[src/design/cwc_pkg.sv]
// cwc_pkg: shared types, codes and decode helpers for the character-word CPU.
// No dependencies.
package cwc_pkg;

    localparam int unsigned WORD_W = 32;
    localparam int unsigned OP_W   = 3;
    localparam int unsigned KIND_W = 2;
    localparam int unsigned PC_W   = 7;

    localparam logic [WORD_W-1:0] SPACES = 32'h2020_2020;

    // input item operations
    localparam logic [OP_W-1:0] OP_INIT  = 3'd0;
    localparam logic [OP_W-1:0] OP_LOAD  = 3'd1;
    localparam logic [OP_W-1:0] OP_START = 3'd2;
    localparam logic [OP_W-1:0] OP_STEP  = 3'd3;
    localparam logic [OP_W-1:0] OP_DATA  = 3'd4;

    // result kinds
    localparam logic [KIND_W-1:0] KIND_DONE = 2'd0;
    localparam logic [KIND_W-1:0] KIND_OUT  = 2'd1;
    localparam logic [KIND_W-1:0] KIND_WAIT = 2'd2;
    localparam logic [KIND_W-1:0] KIND_HALT = 2'd3;

    // instruction characters
    localparam logic [7:0] CH_L     = 8'h4C;
    localparam logic [7:0] CH_S     = 8'h53;
    localparam logic [7:0] CH_C     = 8'h43;
    localparam logic [7:0] CH_B     = 8'h42;
    localparam logic [7:0] CH_G     = 8'h47;
    localparam logic [7:0] CH_P     = 8'h50;
    localparam logic [7:0] CH_H     = 8'h48;
    localparam logic [7:0] CH_R     = 8'h52;
    localparam logic [7:0] CH_T     = 8'h54;
    localparam logic [7:0] CH_D     = 8'h44;
    localparam logic [7:0] CH_ZERO  = 8'h30;
    localparam logic [7:0] CH_SPACE = 8'h20;

    typedef enum logic [1:0] {
        MODE_IDLE = 2'd0,
        MODE_RUN  = 2'd1,
        MODE_WAIT = 2'd2,
        MODE_HALT = 2'd3
    } t_mode;

    typedef enum logic [2:0] {
        ST_IDLE,
        ST_EXEC,
        ST_OPER,
        ST_PD,
        ST_EMIT
    } t_state;

    typedef enum logic [2:0] {
        I_NOP,
        I_LR,
        I_SR,
        I_CR,
        I_BT,
        I_GD,
        I_PD,
        I_H
    } t_instr;

    typedef struct packed {
        logic we;
        logic clr;
    } t_mem_ctl;

    typedef struct packed {
        logic [KIND_W-1:0] kind;
        logic [WORD_W-1:0] word;
        logic              last;
        logic [PC_W-1:0]   pc;
    } t_result;

    function automatic t_instr decode(input logic [WORD_W-1:0] ir);
        logic [7:0] c0;
        logic [7:0] c1;
        t_instr     res;
        c0 = ir[31:24];
        c1 = ir[23:16];
        res = I_NOP;
        if (c0 == CH_L && c1 == CH_R) res = I_LR;
        else if (c0 == CH_S && c1 == CH_R) res = I_SR;
        else if (c0 == CH_C && c1 == CH_R) res = I_CR;
        else if (c0 == CH_B && c1 == CH_T) res = I_BT;
        else if (c0 == CH_G && c1 == CH_D) res = I_GD;
        else if (c0 == CH_P && c1 == CH_D) res = I_PD;
        else if (c0 == CH_H && c1 == CH_SPACE) res = I_H;
        return res;
    endfunction

    function automatic logic [KIND_W-1:0] status_kind(input t_mode mode);
        logic [KIND_W-1:0] k;
        case (mode)
            MODE_WAIT: k = KIND_WAIT;
            MODE_HALT: k = KIND_HALT;
            default:   k = KIND_DONE;
        endcase
        return k;
    endfunction

endpackage

[src/design/cwc_ram.sv]
// cwc_ram: single-port word memory, registered read.
// Per-entry valid bits make never-written words read as spaces. Uses cwc_pkg.
module cwc_ram #(
    parameter int unsigned MEM_WORDS = 128,
    parameter int unsigned AW        = 7
) (
    input  logic                         i_clk,
    input  logic                         i_rst_n,
    input  cwc_pkg::t_mem_ctl            i_ctl,
    input  logic [AW-1:0]                i_addr,
    input  logic [cwc_pkg::WORD_W-1:0]   i_wdata,
    output logic [cwc_pkg::WORD_W-1:0]   o_rdata
);

    logic [cwc_pkg::WORD_W-1:0] r_mem [MEM_WORDS];
    logic [MEM_WORDS-1:0]       r_vld;
    logic [cwc_pkg::WORD_W-1:0] r_rdata;
    logic                       r_rvld;

    always_ff @(posedge i_clk) begin
        if (i_ctl.we) begin
            r_mem[i_addr] <= i_wdata;
        end
        r_rdata <= r_mem[i_addr];
    end

    always_ff @(posedge i_clk) begin
        if (!i_rst_n || i_ctl.clr) begin
            r_vld  <= '0;
            r_rvld <= 1'b0;
        end else begin
            if (i_ctl.we) begin
                r_vld[i_addr] <= 1'b1;
            end
            r_rvld <= r_vld[i_addr];
        end
    end

    assign o_rdata = r_rvld ? r_rdata : cwc_pkg::SPACES;

endmodule

[src/design/cwc_core.sv]
// cwc_core: sequencer, architectural registers and instruction execution.
// Drives the word memory port; uses cwc_pkg.
module cwc_core #(
    parameter int unsigned MEM_WORDS   = 128,
    parameter int unsigned BLOCK_WORDS = 10,
    parameter int unsigned AW          = 7,
    parameter int unsigned CW          = 4
) (
    input  logic                         i_clk,
    input  logic                         i_rst_n,
    input  logic                         i_in_valid,
    output logic                         o_in_ready,
    input  logic [cwc_pkg::OP_W-1:0]     i_op,
    input  logic [cwc_pkg::WORD_W-1:0]   i_word,
    input  logic                         i_slot_free,
    output logic                         o_res_valid,
    output cwc_pkg::t_result             o_res,
    output cwc_pkg::t_mem_ctl            o_mem_ctl,
    output logic [AW-1:0]                o_mem_addr,
    output logic [cwc_pkg::WORD_W-1:0]   o_mem_wdata,
    input  logic [cwc_pkg::WORD_W-1:0]   i_mem_rdata
);

    localparam int unsigned UW  = 14;
    localparam int unsigned MIN_ADDR = 528;
    localparam int unsigned OFS = MEM_WORDS * ((MIN_ADDR + MEM_WORDS - 1) / MEM_WORDS);
    localparam logic [AW-1:0] ADDR_MAX = AW'(MEM_WORDS - 1);
    localparam logic [CW-1:0] IDX_LAST = CW'(BLOCK_WORDS - 1);

    cwc_pkg::t_state r_state, n_state;
    cwc_pkg::t_mode  r_mode, n_mode;
    cwc_pkg::t_instr r_instr, n_instr;
    logic [cwc_pkg::WORD_W-1:0] r_acc, n_acc;
    logic [AW-1:0]   r_pc, n_pc;
    logic            r_flag, n_flag;
    logic [AW-1:0]   r_lp, n_lp;
    logic [AW-1:0]   r_base, n_base;
    logic [CW-1:0]   r_cnt, n_cnt;
    logic [AW-1:0]   r_paddr, n_paddr;
    logic [CW-1:0]   r_idx, n_idx;

    cwc_pkg::t_instr ex_instr;
    logic [AW-1:0]   ex_addr;
    logic [AW-1:0]   data_addr;
    logic [AW:0]     data_sum;

    function automatic logic [AW-1:0] inc_addr(input logic [AW-1:0] a);
        return (a == ADDR_MAX) ? '0 : a + 1'b1;
    endfunction

    // two decimal digit characters -> address modulo MEM_WORDS
    function automatic logic [AW-1:0] wrap_addr(input logic [7:0] d2, input logic [7:0] d3);
        logic signed [UW-1:0] a;
        logic [UW-1:0]        u;
        logic [UW-1:0]        m;
        a = (signed'({{(UW-8){1'b0}}, d2}) - signed'(UW'(cwc_pkg::CH_ZERO)))
            * signed'(UW'(10))
            + signed'({{(UW-8){1'b0}}, d3}) - signed'(UW'(cwc_pkg::CH_ZERO));
        u = unsigned'(a) + UW'(OFS);
        for (int k = 4; k >= 0; k--) begin
            m = UW'(MEM_WORDS) << k;
            if (u >= m) u = u - m;
        end
        return u[AW-1:0];
    endfunction

    assign ex_instr   = cwc_pkg::decode(i_mem_rdata);
    assign ex_addr    = wrap_addr(i_mem_rdata[15:8], i_mem_rdata[7:0]);
    assign data_sum   = {1'b0, r_base} + (AW+1)'(r_cnt);
    assign data_addr  = (data_sum >= (AW+1)'(MEM_WORDS))
                        ? AW'(data_sum - (AW+1)'(MEM_WORDS)) : data_sum[AW-1:0];
    assign o_in_ready = (r_state == cwc_pkg::ST_IDLE);

    always_comb begin
        n_state = r_state;
        case (r_state)
            cwc_pkg::ST_IDLE: begin
                if (i_in_valid) begin
                    if (i_op == cwc_pkg::OP_STEP && r_mode == cwc_pkg::MODE_RUN) begin
                        n_state = cwc_pkg::ST_EXEC;
                    end else begin
                        n_state = cwc_pkg::ST_EMIT;
                    end
                end
            end
            cwc_pkg::ST_EXEC: begin
                case (ex_instr)
                    cwc_pkg::I_LR, cwc_pkg::I_CR: n_state = cwc_pkg::ST_OPER;
                    cwc_pkg::I_PD:                n_state = cwc_pkg::ST_PD;
                    default:                      n_state = cwc_pkg::ST_EMIT;
                endcase
            end
            cwc_pkg::ST_OPER: n_state = cwc_pkg::ST_EMIT;
            cwc_pkg::ST_PD: begin
                if (i_slot_free && r_idx == IDX_LAST) n_state = cwc_pkg::ST_IDLE;
            end
            cwc_pkg::ST_EMIT: begin
                if (i_slot_free) n_state = cwc_pkg::ST_IDLE;
            end
            default: n_state = cwc_pkg::ST_IDLE;
        endcase
    end

    always_comb begin
        n_mode      = r_mode;
        n_instr     = r_instr;
        n_acc       = r_acc;
        n_pc        = r_pc;
        n_flag      = r_flag;
        n_lp        = r_lp;
        n_base      = r_base;
        n_cnt       = r_cnt;
        n_paddr     = r_paddr;
        n_idx       = r_idx;
        o_mem_ctl   = '0;
        o_mem_addr  = r_pc;
        o_mem_wdata = i_word;
        o_res_valid = 1'b0;
        o_res.kind  = cwc_pkg::status_kind(r_mode);
        o_res.word  = '0;
        o_res.last  = 1'b1;
        o_res.pc    = r_pc[cwc_pkg::PC_W-1:0];
        case (r_state)
            cwc_pkg::ST_IDLE: begin
                if (i_in_valid) begin
                    case (i_op)
                        cwc_pkg::OP_INIT: begin
                            o_mem_ctl.clr = 1'b1;
                            n_mode = cwc_pkg::MODE_IDLE;
                            n_acc  = cwc_pkg::SPACES;
                            n_pc   = '0;
                            n_flag = 1'b0;
                            n_lp   = '0;
                            n_base = '0;
                            n_cnt  = '0;
                        end
                        cwc_pkg::OP_LOAD: begin
                            o_mem_ctl.we = 1'b1;
                            o_mem_addr   = r_lp;
                            n_lp         = inc_addr(r_lp);
                        end
                        cwc_pkg::OP_START: begin
                            n_pc   = '0;
                            n_mode = cwc_pkg::MODE_RUN;
                        end
                        cwc_pkg::OP_STEP: begin
                            if (r_mode == cwc_pkg::MODE_RUN) begin
                                o_mem_addr = r_pc;
                                n_pc       = inc_addr(r_pc);
                            end
                        end
                        cwc_pkg::OP_DATA: begin
                            if (r_mode == cwc_pkg::MODE_WAIT) begin
                                o_mem_ctl.we = 1'b1;
                                o_mem_addr   = data_addr;
                                if (r_cnt == IDX_LAST) begin
                                    n_cnt  = '0;
                                    n_mode = cwc_pkg::MODE_RUN;
                                end else begin
                                    n_cnt = r_cnt + 1'b1;
                                end
                            end
                        end
                        default: ;
                    endcase
                end
            end
            cwc_pkg::ST_EXEC: begin
                n_instr = ex_instr;
                case (ex_instr)
                    cwc_pkg::I_LR, cwc_pkg::I_CR: o_mem_addr = ex_addr;
                    cwc_pkg::I_SR: begin
                        o_mem_ctl.we = 1'b1;
                        o_mem_addr   = ex_addr;
                        o_mem_wdata  = r_acc;
                    end
                    cwc_pkg::I_BT: begin
                        if (r_flag) n_pc = ex_addr;
                    end
                    cwc_pkg::I_GD: begin
                        n_base = ex_addr;
                        n_cnt  = '0;
                        n_mode = cwc_pkg::MODE_WAIT;
                    end
                    cwc_pkg::I_PD: begin
                        o_mem_addr = ex_addr;
                        n_paddr    = ex_addr;
                        n_idx      = '0;
                    end
                    cwc_pkg::I_H: n_mode = cwc_pkg::MODE_HALT;
                    default: ;
                endcase
            end
            cwc_pkg::ST_OPER: begin
                if (r_instr == cwc_pkg::I_LR) begin
                    n_acc = i_mem_rdata;
                end else begin
                    n_flag = (r_acc == i_mem_rdata);
                end
            end
            cwc_pkg::ST_PD: begin
                // re-read the same word while the output slot is busy
                o_mem_addr = r_paddr;
                if (i_slot_free) begin
                    o_res_valid = 1'b1;
                    o_res.kind  = cwc_pkg::KIND_OUT;
                    o_res.word  = i_mem_rdata;
                    o_res.last  = (r_idx == IDX_LAST);
                    if (r_idx != IDX_LAST) begin
                        o_mem_addr = inc_addr(r_paddr);
                        n_paddr    = inc_addr(r_paddr);
                        n_idx      = r_idx + 1'b1;
                    end
                end
            end
            cwc_pkg::ST_EMIT: o_res_valid = i_slot_free;
            default: ;
        endcase
    end

    always_ff @(posedge i_clk) begin
        if (!i_rst_n) begin
            r_state <= cwc_pkg::ST_IDLE;
            r_mode  <= cwc_pkg::MODE_IDLE;
            r_instr <= cwc_pkg::I_NOP;
            r_acc   <= cwc_pkg::SPACES;
            r_pc    <= '0;
            r_flag  <= 1'b0;
            r_lp    <= '0;
            r_base  <= '0;
            r_cnt   <= '0;
            r_paddr <= '0;
            r_idx   <= '0;
        end else begin
            r_state <= n_state;
            r_mode  <= n_mode;
            r_instr <= n_instr;
            r_acc   <= n_acc;
            r_pc    <= n_pc;
            r_flag  <= n_flag;
            r_lp    <= n_lp;
            r_base  <= n_base;
            r_cnt   <= n_cnt;
            r_paddr <= n_paddr;
            r_idx   <= n_idx;
        end
    end

endmodule

[src/design/char_word_cpu_with_io_traps.sv]
// char_word_cpu_with_io_traps: top level of the character-word CPU.
// Instantiates cwc_core and cwc_ram, holds the result register; uses cwc_pkg.
//
// Usage:
//   Slave stream carries one command per transaction: tuser = op (init, load,
//   start, step, data), tdata = word. Master stream carries results: tuser =
//   kind, tdata = {pc, out_word}, tlast marks the last result of a command.
//   Path from accept to result in the output register: init, load, start,
//   data and non-running step go straight to emit; SR, BT, GD, H and unknown
//   opcodes pass through execute first; LR and CR through execute and
//   operand. PD passes execute, then gives one word per cycle while the
//   output register is free. Single-port memory: fetch, then operand access.
//   A new command is accepted once the previous one's last result has moved
//   into the output register, so it overlaps with that result waiting.
//   A stalled receiver holds the output register; PD re-reads the same word
//   until the register frees. Reset (and init) clear mode, accumulator, pc,
//   flag, load and data pointers, and make all memory read as spaces at once.
module char_word_cpu_with_io_traps #(
    parameter int unsigned MEM_WORDS   = 128,
    parameter int unsigned BLOCK_WORDS = 10
) (
    input  logic        i_clk,
    input  logic        i_rst_n,
    input  logic        i_s_tvalid,
    output logic        o_s_tready,
    input  logic [31:0] i_s_tdata,   // word[31:0]
    input  logic [2:0]  i_s_tuser,   // op[2:0]
    output logic        o_m_tvalid,
    input  logic        i_m_tready,
    output logic [39:0] o_m_tdata,   // out_word[31:0], pc[38:32], zero[39]
    output logic [1:0]  o_m_tuser,   // kind[1:0]
    output logic        o_m_tlast
);

    localparam int unsigned AW = $clog2(MEM_WORDS);
    localparam int unsigned CW = (BLOCK_WORDS > 1) ? $clog2(BLOCK_WORDS) : 1;

    cwc_pkg::t_mem_ctl          mem_ctl;
    logic [AW-1:0]              mem_addr;
    logic [cwc_pkg::WORD_W-1:0] mem_wdata;
    logic [cwc_pkg::WORD_W-1:0] mem_rdata;
    logic                       res_valid;
    cwc_pkg::t_result           res;
    logic                       slot_free;
    logic                       r_m_valid;
    cwc_pkg::t_result           r_res;

    assign slot_free = !r_m_valid || i_m_tready;

    cwc_core #(
        .MEM_WORDS   (MEM_WORDS),
        .BLOCK_WORDS (BLOCK_WORDS),
        .AW          (AW),
        .CW          (CW)
    ) u_core (
        .i_clk       (i_clk),
        .i_rst_n     (i_rst_n),
        .i_in_valid  (i_s_tvalid),
        .o_in_ready  (o_s_tready),
        .i_op        (i_s_tuser),
        .i_word      (i_s_tdata),
        .i_slot_free (slot_free),
        .o_res_valid (res_valid),
        .o_res       (res),
        .o_mem_ctl   (mem_ctl),
        .o_mem_addr  (mem_addr),
        .o_mem_wdata (mem_wdata),
        .i_mem_rdata (mem_rdata)
    );

    cwc_ram #(
        .MEM_WORDS (MEM_WORDS),
        .AW        (AW)
    ) u_ram (
        .i_clk   (i_clk),
        .i_rst_n (i_rst_n),
        .i_ctl   (mem_ctl),
        .i_addr  (mem_addr),
        .i_wdata (mem_wdata),
        .o_rdata (mem_rdata)
    );

    always_ff @(posedge i_clk) begin
        if (!i_rst_n) begin
            r_m_valid <= 1'b0;
        end else if (res_valid) begin
            r_m_valid <= 1'b1;
        end else if (i_m_tready) begin
            r_m_valid <= 1'b0;
        end
    end

    always_ff @(posedge i_clk) begin
        if (res_valid) begin
            r_res <= res;
        end
    end

    assign o_m_tvalid = r_m_valid;
    assign o_m_tdata  = {1'b0, r_res.pc, r_res.word};
    assign o_m_tuser  = r_res.kind;
    assign o_m_tlast  = r_res.last;

endmodule

[config.mk]
export PLATFORM = sky130hd
export DESIGN_NAME = char_word_cpu_with_io_traps
export DESIGN_NICKNAME = d
export VERILOG_FILES = /design/src/design/cwc_pkg.sv /design/src/design/cwc_ram.sv /design/src/design/cwc_core.sv /design/src/design/char_word_cpu_with_io_traps.sv
export SDC_FILE = /design/constraint.sdc
export NUM_CORES = 2
export LEC_CHECK = 0
export BUFFER_PORTS_ARGS = -buffer_cell sky130_fd_sc_hd__buf_2
export CORE_ASPECT_RATIO = 1.25
export CORE_MARGIN = 1.5
export CORE_UTILIZATION = 35
export CTS_CLUSTER_DIAMETER = 60
export DETAILED_ROUTE_END_ITERATION = 8
export PLACE_DENSITY_LB_ADDON = 0.1
export SLEW_MARGIN = 20
export SYNTH_ARGS = -nofsm -noshare
export SYNTH_HDL_FRONTEND = slang
export SYNTH_HIERARCHICAL = 1
export SYNTH_SLANG_ARGS = --single-unit
[constraint.sdc]
create_clock -name i_clk -period 7.3 [get_ports i_clk]
set_input_delay 2.19 -clock i_clk [delete_from_list [all_inputs] [get_ports i_clk]]
set_output_delay 2.19 -clock i_clk [all_outputs]
set_load 0.1 [all_outputs]
======== Word-level counts from Yosys, hierarchy flattened ========
Memories as Yosys holds them, arrays and structs flattened. A register that Yosys moved wholly into a read port is not among the register bits.
Cells that the tools add are included.
word-level totals
  memory bits (writable) .................. 4096
  register bits after elaboration ......... 249
  memories ................................ 1
  input port bits ......................... 39
  output and inout bits ................... 45
operators by class
  order comparisons ....................... 8
  bitwise logic cells ..................... 1
  $mul .................................... 1
  $add $sub $neg .......................... 16
  multiplexer cells ....................... 89
  reduce and logical (&&, ||, !) cells .... 35
  equality and inequality tests ........... 56
memory list
  name         words  width  read ports  clocked after memory_dff  wr ports  line           text
  u_ram.r_mem  128    32     1           1                         1         cwc_ram.sv:15  logic [cwc_pkg::WORD_W-1:0] r_mem [MEM_WORDS];
operators with widths
  operator                                                                               count
  32-bit 2-to-1 mux                                                                      6
  128-bit bitwise OR                                                                     1
  7-bit 2-to-1 mux                                                                       18
  7-bit one-hot mux with 2 select lines                                                  6
  8-bit by 7-bit == test with 1-bit output, second input constant                        10
  35-bit 2-to-1 mux                                                                      2
  32-bit one-hot mux with 2 select lines                                                 1
  14-bit 2-to-1 mux                                                                      4
  3-bit 2-to-1 mux                                                                       11
  32-bit == test                                                                         1
  4-bit 2-to-1 mux                                                                       7
  4-bit one-hot mux with 2 select lines                                                  3
  7-bit by 1-bit adder with 7-bit output, second input constant                          3
  7-bit == test, second input constant                                                   3
  7-bit one-hot mux with 3 select lines                                                  1
  3-bit by 2-bit == test with 1-bit output, second input constant                        6
  3-bit == test, second input constant                                                   6
  4-bit AND reduction                                                                    4
  3-bit one-hot mux with 5 select lines                                                  1
  14-bit by 10-bit adder with 14-bit output, second input constant                       1
  14-bit by 9-bit adder with 14-bit output                                               1
  14-bit by 10-bit greater-or-equal comparator with 1-bit output, second input constant  1
  14-bit by 11-bit greater-or-equal comparator with 1-bit output, second input constant  1
  14-bit by 12-bit greater-or-equal comparator with 1-bit output, second input constant  1
  other kinds (46)                                                                       107

======== Longest topological paths before layout ========
  depth in word-level cells ............... 23
  mapped depth ............................ 22
  depth with buffers taken out ............ 19

======== Modules after synthesis ========
The synthesis kept the hierarchy.
modules (own cells, without submodules)
  module                       sequential area each (um^2)  times used  cells an instance  area an instance (um^2)
  cwc_ram                      126221.1                     1           8974               161514.9
  cwc_core                     1541.5                       1           741                5930.7
  char_word_cpu_with_io_traps  1281.2                       1           48                 1321.3

======== Least setup slack after synthesis ========
OpenSTA, ideal clock, no wires.
  path kind ............................... input to register
  start point ............................. input port i_s_tuser[1]
  end point ............................... memory u_ram/r_mem[78][0] in the netlist's numbering (enable)
  buffers on the path ..................... 7
  arrival ................................. 7.275 ns
  stages on the path ...................... 15
  data required time ...................... 6.836 ns
  setup slack ............................. -0.438 ns
  setup time .............................. 0.464 ns
  path through ............................ buf_2 nor3b_1 a32oi_1 o21ai_0 a221oi_1 nor3b_1 a211oi_1 buf_4 buf_4 buf_4 buf_4 buf_2 buf_2 nand2_1 nor3_1
on the way
  elaborated cells between the ends (all ways) .. 10
  those cells by class .................... eq/ne: 2; mux: 8
RTL lines
  what                                                                              line                               text
  start, declared                                                                   char_word_cpu_with_io_traps.sv:27  input logic [2:0] i_s_tuser,
  3-bit == test / 3-bit by 1-bit == test with 1-bit output (equally long branches)  cwc_core.sv:126                    case (i_op)
  7-bit one-hot mux with 2 select lines *                                           cwc_core.sv:126
  7-bit 2-to-1 mux *                                                                cwc_core.sv:125                    if (i_in_valid) begin
  7-bit one-hot mux with 3 select lines *                                           cwc_core.sv:123                    case (r_state)
  via mem_addr[1]                                                                   char_word_cpu_with_io_traps.sv:39  logic [AW-1:0] mem_addr;
  end, declared                                                                     cwc_ram.sv:15
Mark *: on every way through the listed nets, which the timed path passes. The rest lies on a longest branch.

======== Worst setup path in the final report ========
  start point ............................. register u_ram.r_rvld
  end point ............................... register u_ram/r_rdata[21] in the netlist's numbering (read register of u_ram.r_mem)
on the way
  elaborated cells between the ends (all ways) .. 53
  those cells by class .................... add/sub: 9; mul: 1; order compare: 5; eq/ne: 15; mux: 15; reduce/logical: 8
RTL lines
  what                                                                    line                               text
  start, declared                                                         cwc_ram.sv:18                      logic r_rvld;
  start signal, assigned                                                  cwc_ram.sv:35                      r_rvld <= r_vld[i_addr];
  32-bit 2-to-1 mux *                                                     cwc_ram.sv:39                      assign o_rdata = r_rvld ? r_rdata : cwc_pkg::SPACES;
  via mem_rdata, one bit                                                  char_word_cpu_with_io_traps.sv:41  logic [cwc_pkg::WORD_W-1:0] mem_rdata;
  8-bit by 7-bit == test with 1-bit output                                cwc_pkg.sv:90                      else if (c0 == CH_H && c1 == CH_SPACE) res = I_H;
  1-bit logical AND                                                       cwc_pkg.sv:90
  3-bit 2-to-1 mux                                                        cwc_pkg.sv:90
  3-bit 2-to-1 mux                                                        cwc_pkg.sv:89                      else if (c0 == CH_P && c1 == CH_D) res = I_PD;
  3-bit 2-to-1 mux                                                        cwc_pkg.sv:88                      else if (c0 == CH_G && c1 == CH_D) res = I_GD;
  3-bit 2-to-1 mux                                                        cwc_pkg.sv:87                      else if (c0 == CH_B && c1 == CH_T) res = I_BT;
  3-bit 2-to-1 mux                                                        cwc_pkg.sv:86                      else if (c0 == CH_C && c1 == CH_R) res = I_CR;
  3-bit 2-to-1 mux                                                        cwc_pkg.sv:85                      else if (c0 == CH_S && c1 == CH_R) res = I_SR;
  3-bit 2-to-1 mux *                                                      cwc_pkg.sv:84                      if (c0 == CH_L && c1 == CH_R) res = I_LR;
  3-bit by 1-bit == test with 1-bit output, or another cell as far along  cwc_core.sv:170                    case (ex_instr)
  4-bit OR reduction (no source line) *                                   -
  7-bit 2-to-1 mux *                                                      cwc_core.sv:170
  7-bit one-hot mux with 3 select lines *                                 cwc_core.sv:123
  via mem_addr[2]                                                         char_word_cpu_with_io_traps.sv:39
  end, declared                                                           cwc_ram.sv:17                      logic [cwc_pkg::WORD_W-1:0] r_rdata;
Marks and branches as above.
A chain may end at the register's enable or synchronous reset.

==> out/qor.yml <==
clock_network:
  numCtsBuffers: 457
  clk_latency_ps: 1070
  cts_tree: "yes"
  clockBufferDepth: 4
  cts_num_sinks: 4377
  htree_levels: 5
  hold_buffers: 0
  clk_pin_slew_ps: 60
  root_buffer: "clkbuf_16"
setup_path:
  critPathMaxFanout: 45
  cp-start-kind: "flip-flop"
  reg2reg_depth: 18
  crit_chain: "nand2b_1 -> nor4_1 -> and2_1 -> nand3_1 -> nand3_1 -> a31oi_1 -> a21oi_4 -> buf_12 -> nor3b_4 -> buf_12 -> buf_4 -> a22oi_1 -> a31oi_1 -> a211oi_1 -> buf_4 -> nor3_1 -> buf_12 -> o211a_1"
  critical_path.max_stage_delay_ps: 840
  r2r_slack_ps: 110
  cp_slowest_cell: "nor3_1"
  cp_num_buf_inv: 5
  crit_top_cell: "buf_12"
  worst-setup-path-type: "reg2reg"
  worstSetupEndpointType: "flip-flop"
  reg2reg_from: "u_ram/r_rvld"
  reg2reg_to: "u_ram/r_rdata[21]"
  cp.required_ps: 8290
  arrival_ps: 8180
  cpLargestDelayFamily: "simple AND/OR/NAND/NOR gates"
floorplan:
  die_h_um: 779
  ios: 84
  fp.dieW_um: 624
  num_rows: 284
  core_area_um2: 479000
  die_area_um2: 486000
  start_util_pct: 35.2
job:
  maxCapViolCount: 0
power_and_ir_drop:
  leakagePower_uw: 0.0631
  p_per_area_nw_per_um2: 276
  ir_drop_v: 0.000216
  finalPower_uw: 55700
synth:
  avgSynthCellArea_um2: 17.3
  synthTopCellsByCount: "edfxtp_1 (4138), a22oi_1 (544), nor2_1 (458), mux2i_1 (456), a221oi_1 (410)"
  syn-cell-area_um2: 169000
  yosysSeqAreaShare_pct: 76.5
  synth_edf_count: 4138
  syn-num-nets: 9829
  synth_top_area_cell: "edfxtp_1"
  synth_async_sr_flop_share_pct: 0
  synth_top_cell_area_share_pct: 73.6
  synthCells: 9763
  synth.most_common_cell: "edfxtp_1"
  yosysWarningCount: 6
  yosys_register_bits: 4377
  synth.distinct_cells: 101
  synth_area_leaders: "edfxtp_1 (74%), dfxtp_1 (2.8%), mux2i_1 (2.7%), a22oi_1 (2.4%), mux4_2 (2.3%)"
  synth_ff_type: "edfxtp_1"
global_routing:
  overflow: 0
  grt_pass1_wl_um: 860000
  antenna_found_initial: 57
  grt_max_degree: 129
  grt_usage_pct: 25.5
  grt_pass1_vias: 100000
detailed_routing:
  num_vias: 101000
  viasPerCell: 5.82
  wl_per_cell_um: 36.6
  drt_first_pass_iters: 6
  drtAntennaViolNets: 0
  drt_iter0_drc: 10800
  drt-total-wl_um: 635000
  drcViolationCount: 0
layout:
  fillCellCount: 42500
  syn2layout_area_growth_pct: 19.6
  drive_gt1_share_pct: 21.1
  fin_nets: 10700
timing:
  fin_crit_sh_pct: 98.5
  finalClockSkew_ps: 118
  holdWs_ps: 460
  min_period_ps: 7190
  timing.fmax_mhz: 139
  rsz0062_at_grt: "false"
  setup_violations: 0
  slew_violations: 0
  max_slew_margin_pct: 20.7
  tightestPinTransition_ps: 1190
  timing.final.hold_violations: 0
place:
  buffer_ports.inserted: 82
  place.gp.congestion: 0.870
  hpwl_um: 400000
worst_hold_path:
  hold_start: "u_core/r_instr[1]"
  hold_depth: 2
  min_path_type: "reg2reg"
  hold_end: "u_core/r_instr[1]"
outcome:
  outcome: "finished, final reports clean"
[report_power, final]
| group | internal, µW | switching, µW | leakage, µW | total, µW |
|---|---|---|---|---|
| registers | 27500 | 85.7 | 0.0391 | 27600 |
| logic | 1370 | 3080 | 0.0166 | 4450 |
| clock network | 13500 | 10200 | 0.00738 | 23700 |
| total | 42400 | 13300 | 0.0631 | 55700 |
[sequential cells by signal (all words and copies together), names as in the netlist]
signal,count
u_core/r_lp,7
u_core/r_cnt,4
u_ram/r_rdata,32
u_core/r_flag,1
u_ram/r_mem,4096
u_ram/r_vld,128
u_core/r_base,7
o_m_tuser,2
u_core/r_idx,4
u_core/r_state,3
o_m_tvalid,1
u_ram/r_rvld,1
u_core/r_paddr,7
o_m_tlast,1
u_core/r_pc,7
u_core/r_mode,2
u_core/r_acc,32
o_m_tdata,39
u_core/r_instr,3
[worst max-delay path by stage]
stage                                     to  depth (start not counted)          from
after floorplan           u_ram/r_mem[78][0]                         15  i_s_tuser[1]
after global placement     u_ram/r_rdata[22]                         17  i_s_tuser[0]
after detailed placement   u_ram/r_rdata[26]                         21  i_s_tuser[0]
after CTS                   u_ram/r_rdata[7]                         21  u_ram/r_rvld
after global routing        u_ram/r_rdata[7]                         21  u_ram/r_rvld
final                      u_ram/r_rdata[21]                         18  u_ram/r_rvld
[layout by cell type, fill, tap and decap left out, types with 41 or more instances in the layout]
master and instances:
edfxtp_1 4138, buf_4 720, a22oi_1 544, clkbuf_16 465, mux2i_1 456, a221oi_1 410
nor2_1 332, a21oi_1 313, buf_12 305, nand2_1 270, o21ai_0 260, dfxtp_1 238
mux4_2 171, a22o_1 140, o21a_1 134, nor2_4 125, o22ai_1 116, mux2_2 113
nor3_1 97, clkinv_2 95, nand4_1 89, clkbuf_1 88, clkinv_1 88, a221o_1 85
buf_2 82, nand3_1 68, a31oi_1 56, diode_2 51, a211oi_1 50, bufinv_16 47
and2_1 43, o2111ai_1 42, and3_1 41, xnor2_1 41
[metrics by stage]
stage / cell area (µm²) / worst slack, ps / util (%) / std cells / setup TNS, ps
2_1_floorplan: 169000 / -438 / - / 9763 / -28520
3_3_place_gp: 186000 / -1290 / 38.9 / 16500 / -67480
3_5_place_dp: 187000 / -754 / 38.9 / 16500 / -6800
4_1_cts: 202000 / 269 / 42.1 / 17300 / 0
5_1_grt: 202000 / 78.6 / 42.1 / 17400 / 0
6_report: 202000 / 107 / 42.1 / 17400 / 0
[worst min-delay path, stage by stage (launching register included)]
cell and delay [ps]:
dfxtp_1 310, nand2_1 50, a21oi_1 50
[repair_timing]
action,in CTS,in global routing
gates resized for setup,8,0
setup endpoints to repair,8,0
setup buffers,2,0
[cells by family (layout without fill, tap and decap cells)]
logic type	count (synthesis)	in the layout	share of synthesized area, %
xor gates and xnor gates	56	56	0.307
AOI/OAI and AO/OA	2501	2501	10.9
other	1	52	0.00222
DFF	4377	4377	76.5
buffers and inverters	725	1998	2.31
and+or+nand+nor	1292	1292	3.73
muxes	784	784	6.03
adders and majority gates	27	27	0.214
[final cells by class]
class	count	area (µm²)	area share, %
multi-input cells	4661	37600	18.6
inverters	36	150	0.0744
clock inverters	286	2960	1.47
well taps	6292	7870	3.90
repair buffers	1109	11900	5.92
flip-flops and latches	4377	129000	63.9
clock buffers	567	12200	6.02
diodes	51	128	0.0632
[routing by layer]
metal,GRT usage (%),vias up,wire (µm)
li1,-,41900,-
met1,33.1,54300,255000
met2,43.4,4144,311000
met3,3.83,788,42200
met4,9.54,6,26600
met5,0,-,30
Note: power is estimated with default switching activity, not from simulation.
